File: src/rtl/core/trilinear_volume_sampler_top_defines.svh
// Assertion macros shared by the trilinear volume sampler RTL.
`ifndef TRILINEAR_VOLUME_SAMPLER_TOP_DEFINES_SVH
`define TRILINEAR_VOLUME_SAMPLER_TOP_DEFINES_SVH

// Same-cycle implication, sampled on clk and disabled while arst_n is low.
`define TVS_ASSERT_NOW(label, ante, cons, msg) \
	label: assert property (@(posedge clk) disable iff (!arst_n) (ante) |-> (cons)) \
		else $error(msg);

// Next-cycle implication, sampled on clk and disabled while arst_n is low.
`define TVS_ASSERT_NEXT(label, ante, cons, msg) \
	label: assert property (@(posedge clk) disable iff (!arst_n) (ante) |=> (cons)) \
		else $error(msg);

`endif

File: src/rtl/core/tvs_pkg.sv
// Shared types, constants and codes of the trilinear volume sampler.
`timescale 1ns / 1ps

package tvs_pkg;

	// Grid and number format.
	localparam int DIM_BITS    = 5;
	localparam int FRAC_BITS   = 8;
	localparam int VALUE_BITS  = 16;

	localparam int SIZE_W      = DIM_BITS + 1;
	localparam int ADDR_W      = 3 * DIM_BITS;
	localparam int POS_W       = DIM_BITS + FRAC_BITS;
	localparam int STORE_DEPTH = 1 << ADDR_W;
	localparam int GRID_MAX    = 1 << DIM_BITS;
	localparam int SIZE_MIN    = 2;
	localparam int PROD_W      = VALUE_BITS + FRAC_BITS + 2;

	// Configuration port.
	localparam int DATA_W      = 32;
	localparam int PADDR_W     = 4;

	typedef logic [SIZE_W-1:0]            size_t;
	typedef logic [DIM_BITS-1:0]          dim_t;
	typedef logic [FRAC_BITS-1:0]         frac_t;
	typedef logic [ADDR_W-1:0]            addr_t;
	typedef logic [POS_W-1:0]             pos_t;
	typedef logic signed [VALUE_BITS-1:0] value_t;
	typedef logic [1:0]                   reg_idx_t;
	typedef logic [2:0]                   tag_t;

	// Item commands.
	localparam logic CMD_WRITE  = 1'b0;
	localparam logic CMD_SAMPLE = 1'b1;

	// Register indexes.
	localparam reg_idx_t REG_SIZE_X = 2'd0;
	localparam reg_idx_t REG_SIZE_Y = 2'd1;
	localparam reg_idx_t REG_SIZE_Z = 2'd2;

	// Destination of an interpolation result.
	localparam tag_t TAG_C00 = 3'd0;
	localparam tag_t TAG_C01 = 3'd1;
	localparam tag_t TAG_C10 = 3'd2;
	localparam tag_t TAG_C11 = 3'd3;
	localparam tag_t TAG_C0  = 3'd4;
	localparam tag_t TAG_C1  = 3'd5;
	localparam tag_t TAG_C   = 3'd6;

	typedef enum logic [3:0] {
		ST_IDLE,
		ST_ADDR,
		ST_BASE,
		ST_FETCH,
		ST_XWAIT,
		ST_YLO,
		ST_YHI,
		ST_YWAIT,
		ST_Z
	} state_t;

	// Request to and result from the interpolation unit.
	typedef struct packed {
		logic   go;
		tag_t   tag;
		value_t a;
		value_t b;
		frac_t  f;
	} lerp_req_t;

	typedef struct packed {
		logic   vld;
		tag_t   tag;
		value_t value;
	} lerp_rsp_t;

endpackage

File: src/rtl/core/tvs_lerp.sv
// Two-stage rounded linear interpolation unit: a + round((b - a) * f / 2^F).
`timescale 1ns / 1ps

module tvs_lerp (
	input  logic               clk,
	input  logic               arst_n,
	input  tvs_pkg::lerp_req_t req,
	output tvs_pkg::lerp_rsp_t rsp
);
	import tvs_pkg::*;

	logic signed [VALUE_BITS:0]   a_ext;
	logic signed [VALUE_BITS:0]   b_ext;
	logic signed [VALUE_BITS:0]   diff;
	logic signed [FRAC_BITS:0]    f_ext;
	logic signed [PROD_W-1:0]     prod;
	logic signed [PROD_W-1:0]     prod_s1;
	logic signed [PROD_W-1:0]     rounded;
	logic signed [VALUE_BITS+1:0] step;
	logic signed [VALUE_BITS+1:0] sum;
	value_t                       a_s1;
	tag_t                         tag_s1;
	logic                         vld_s1;

	// Stage one: difference times the fraction.
	always_comb begin
		a_ext = {req.a[VALUE_BITS-1], req.a};
		b_ext = {req.b[VALUE_BITS-1], req.b};
		diff  = b_ext - a_ext;
		f_ext = $signed({1'b0, req.f});
		prod  = diff * f_ext;
	end

	always_ff @(posedge clk or negedge arst_n) begin
		if (!arst_n) begin
			vld_s1 <= 1'b0;
		end else begin
			vld_s1 <= req.go;
		end
	end

	always_ff @(posedge clk) begin
		if (req.go) begin
			prod_s1 <= prod;
			a_s1    <= req.a;
			tag_s1  <= req.tag;
		end
	end

	// Stage two: round half up, floor by the fraction width, add the base.
	// The result always lies between a and b, so it fits the value width.
	always_comb begin
		rounded   = prod_s1 + PROD_W'(1 << (FRAC_BITS - 1));
		step      = $signed(rounded[PROD_W-1:FRAC_BITS]);
		sum       = $signed({a_s1[VALUE_BITS-1], a_s1[VALUE_BITS-1], a_s1}) + step;
		rsp.vld   = vld_s1;
		rsp.tag   = tag_s1;
		rsp.value = $signed(sum[VALUE_BITS-1:0]);
	end

endmodule
File: config.mk
export PLATFORM = sky130hd
export DESIGN_NAME = tvs_lerp
export DESIGN_NICKNAME = d
export VERILOG_FILES = /design/src/rtl/core/trilinear_volume_sampler_top_defines.svh /design/src/rtl/core/tvs_pkg.sv /design/src/rtl/core/tvs_lerp.sv
export SDC_FILE = /design/constraint.sdc
export NUM_CORES = 1
export LEC_CHECK = 0
export ABC_AREA = 1
export BUFFER_PORTS_ARGS = -buffer_cell sky130_fd_sc_hd__buf_2
export CORE_ASPECT_RATIO = 0.6
export CORE_MARGIN = 2
export CORE_UTILIZATION = 50
export DETAILED_ROUTE_END_ITERATION = 6
export PLACE_DENSITY = 0.74
export SLEW_MARGIN = 15
export SYNTH_ARGS = -nofsm -noshare
export SYNTH_HDL_FRONTEND = slang
export SYNTH_SLANG_ARGS = --single-unit
export TNS_END_PERCENT = 5
File: constraint.sdc
create_clock -name clk -period 2.8 [get_ports clk]
set_input_delay 0.28 -clock clk [delete_from_list [all_inputs] [get_ports clk]]
set_output_delay 0.28 -clock clk [all_outputs]
set_load 0.005 [all_outputs]
* Word level (Yosys, flattened, before mapping)
Index checks and enable logic that the tools add are counted.
Storage, ports and cells: register bits after elaboration 44, bits in latches 0, bits in writable memories 0, bits in read-only memories 0, bits of input ports 46, output and inout port bits 20, logic and storage cells 8, memories 0
Cells by class: add/sub/neg operators 3, multiply operators 1, divide/modulo/power cells 0, $lt $le $gt $ge 0, equal/unequal tests 0, shifts and indexed selects 0, muxes and demuxes 0, bitwise logic cells 0, reduce and logical (&&, ||, !) cells 0
Operator list (number):
- 24-bit by 9-bit adder with 24-bit output (second input constant) | 1
- 17-bit by 9-bit multiplier with 24-bit output | 1
- 16-bit by 16-bit subtractor with 17-bit output | 1
- 16-bit adder | 1

* Longest topological paths before layout
depth in word-level cells 2, gate-level depth with buffers 33

* Least setup slack after synthesis
OpenSTA, ideal clock, no wires.
path type input to register, start point input req[8] (netlist name), end point register prod_s1[23], data pin, arrival time 5.106 ns, required time 2.547 ns, setup slack -2.560 ns, stages 32, cells stage by stage inv_1 > ha_1 > fa_1 > inv_1 > nand2_1 > nand2_1 > nand3_1 > nand2_1 > nand2_1 > nand3_1 > nand2_2 > inv_2 > nor2_1 > fa_1 > inv_1 > fa_1 > inv_1 > fa_1 > inv_1 > fa_1 > inv_1 > ha_1 > nand2_1 > nor2_1 > nand2_1 > inv_1 > and2_1 > nand2_1 > inv_1 > nor2_1 > nand3_1 > nand2_1
On the way: word-level cells in the longest chain between the ends 2
Ends and longest elaborated chain:
- start: declaration | RTL line tvs_lerp.sv:7 | input tvs_pkg::lerp_req_t req,
- 16-bit by 16-bit subtractor with 17-bit output | RTL line tvs_lerp.sv:29 | diff = b_ext - a_ext;
- 17-bit by 9-bit multiplier with 24-bit output | RTL line tvs_lerp.sv:31 | prod = diff * f_ext;
- net prod[23] | RTL line tvs_lerp.sv:16 | logic signed [PROD_W-1:0] prod;
- end signal: assignment | RTL line tvs_lerp.sv:44 | prod_s1 <= prod;
- end: declaration | RTL line tvs_lerp.sv:17 | logic signed [PROD_W-1:0] prod_s1;
The timed path passes the listed nets, and every way through them passes these cells. A chain may end at the register's enable or synchronous reset.

* Worst setup path in the final report
start point input req[28] (netlist name), end point register prod_s1[21], data pin
The elaborated chain is that of the path after synthesis.

==> results.py <==
metrics = {
    "layout": {
        "fill_cells": 1103,
        "multiInputGateArea_um2": 6980,
        "syn_to_final_growth_pct": 42.3,
        "final_common_cell": "inv_1",
        "regArea_um2": 1110,
        "drive_above_1_share_pct": 38.6,
        "layout.nets": 1510,
        "layout_common_cells": "200 x inv_1, 183 x buf_4, 142 x nand2_1",
        "final_area_um2": 11300,
        "diodes": 0,
    },
    "worst_setup_path": {
        "cp.required_ps": 2850,
        "critPathLaunch": "req[28]",
        "worst_path_most_repeated_cell": "inv_1",
        "path_max_fanout": 5,
        "cp_top_family": "adder cells",
        "path_buf_inv": 8,
        "critical_path.max_stage_delay_ps": 550,
        "crit_path_start_kind": "primary input",
        "worstPathArrival_ps": 5230,
        "slowest_stage": "fa_1",
        "worst-setup-path-type": "primary input to flop",
        "endpoint_kind": "flop",
    },
    "global_routing": {
        "grt_max_degree": 38,
        "busiest_layer": "met2",
        "gr-usage-all-layers_pct": 30.4,
        "overflow": 0,
        "grt_pass1_vias": 7925,
        "use_met2_pct": 46.9,
        "use_met1_pct": 44.7,
        "grt_util_met3_pct": 6.49,
        "grt_pass1_wl_um": 40200,
        "antenna_found_initial": 0,
    },
    "clocking": {
        "cts.sinks": 37,
        "cts_buffer_depth": 2,
        "htree_levels": 2,
        "clk_pin_slew_ps": 60,
        "cts-buffers-inserted": 5,
        "cts_tree": "yes",
        "cts_root_buffer": "clkbuf_16",
    },
    "timing": {
        "setup_ws_ps": -2380,
        "fin_crit_sh_pct": 185,
        "period_needed_ps": 5180,
        "rsz0062_at_grt": "yes",
        "hold_violations": 0,
        "drv_slew": 0,
        "fmax_mhz": 193,
        "max_slew_margin_pct": 38.0,
        "finalSetupViolations": 27,
        "worstMarginPinSlew_ps": 931,
    },
    "place": {
        "place_congestion": 0.991,
        "io_buffers": 65,
        "place_area_um2": 10000,
        "dp_hpwl_um": 20100,
    },
    "detailed_routing": {
        "routedWlPerCell_um": 18.1,
        "num_vias": 7976,
        "routed_via_density": 5.36,
        "ant_nets": 0,
        "drt_iter0_markers": 752,
        "wirelength_um": 26900,
        "drc_errors": 0,
        "firstDrtPassIters": 6,
    },
    "flow_run": {
        "drv_cap": 0,
    },
    "floorplan": {
        "die_area_um2": 16900,
        "core_um2": 15400,
        "dieWidth_um": 166,
        "fp.dieH_um": 101,
        "initial_utilization_pct": 51.3,
        "num_rows": 35,
        "ios": 66,
    },
    "logic_synthesis": {
        "synth.yosys.seq_area_share_pct": 14.0,
        "synth_top_family_by_area": "adder cells",
        "synth_ff_type": "edfxtp_1",
        "synthesis.area_um2": 7910,
        "syn_nets": 1261,
        "ys_ff_latch": 37,
        "yosysUniqueCellTypes": 49,
        "synthCells": 1036,
        "synth-simple-area-share_pct": 23.5,
        "synthArstFlopShare_pct": 2.70,
        "avgSynthCellArea_um2": 7.64,
        "synth-compound-area-share_pct": 7.01,
        "ys.warnings.count": 0,
        "synth_fa_ha_area_share_pct": 38.2,
        "synth-xor-area-share_pct": 5.27,
        "synth-edff-count": 36,
        "synthMuxAreaShare_pct": 0,
    },
    "status": {
        "violations": "negative setup slack",
        "status": "complete, but fails checks",
    },
    "min_path": {
        "hp-class": "primary input to flop",
        "hp-start": "req[42]",
    },
}
cell type report:
| class | instances | share of cell area, % |
|---|---|---|
| Sequential cell | 37 | 9.83 |
| Clock inverter | 2 | 0.345 |
| Timing Repair Buffer | 255 | 16.2 |
| Multi-Input combinational cell | 746 | 62.0 |
| Tap cell | 203 | 2.26 |
| Inverter | 240 | 8.14 |
| Clock buffer | 6 | 1.14 |
per-stage QoR:
| step | worst slack (ps) | hold slack (ps) | setup TNS, ps | std cells | util, % |
|---|---|---|---|---|---|
| 3_3_place_gp | -2720 | 55.5 | -43570 | 1454 | 65.0 |
| 3_5_place_dp | -2840 | 57.1 | -45270 | 1454 | 65.0 |
| 6_report | -2380 | 152 | -42180 | 1489 | 73.0 |
| 5_1_grt | -2590 | 145 | -46470 | 1489 | 73.0 |
| 2_1_floorplan | -2150 | -15.6 | -34090 | 1036 | - |
| 4_1_cts | -2230 | 151 | -37810 | 1474 | 69.9 |
cells by family after synthesis:
group	after synthesis
DFF	37
adders and majority gates	179
xor gates and xnor gates	45
AOI/OAI and AO/OA	97
and+or+nand+nor	425
buffers and inverters	253
synthesized netlist by cell type (2+ instances only):
cell	n	area share [%]
a21boi_0	2	0.19
a21o_1	7	0.66
a21oi_1	53	3.4
buf_2	2	0.13
clkbuf_1	8	0.38
edfxtp_1	36	14
fa_1	104	26
ha_1	75	12
inv_1	226	11
inv_2	13	0.62
nand2_1	187	8.9
nand2_2	11	0.87
nand3_1	63	4.0
nand3_2	6	0.76
nand4_1	4	0.32
nor2_1	116	5.5
nor2_2	11	0.87
nor3_1	6	0.38
nor4_1	3	0.24
o21a_1	2	0.19
o21ai_0	17	1.1
o21ai_1	5	0.32
o21bai_1	2	0.19
o31ai_1	3	0.28
or2_1	8	0.63
or2_2	2	0.16
xnor2_1	11	1.2
xnor2_2	2	0.41
xor2_1	31	3.4
timing repair:
action | CTS | global route
endpoints found under the setup margin | 28 | 28
hold buffers | 1 | 0
resized for setup | 105 | 82
pin swaps | 58 | 54
buffers inserted | 11 | 16
endpoints found under the hold margin | 1 | 0
state kept, by name (all words and copies together), names as in the netlist:
name,flops
prod_s1,17
a_s1,16
vld_s1,1
tag_s1,3
per-layer routing:
layer	share of wire, %	up-vias
li1	-	3689
met1	43	3840
met2	45	387
met3	9.4	60
met4	2.5	0
met5	0	-
worst paths after layout:
kind                               end  slack (ps)  cells past startpoint
worst min-delay path         tag_s1[2]         150                      1
max in group asynchronous       vld_s1        2430                      2
worst max-delay path       prod_s1[21]       -2380                     26
min in group asynchronous       vld_s1         280                      2
Power is not shown: default switching activity piles up to over one toggle a cycle in this logic, so the estimate is an artifact.
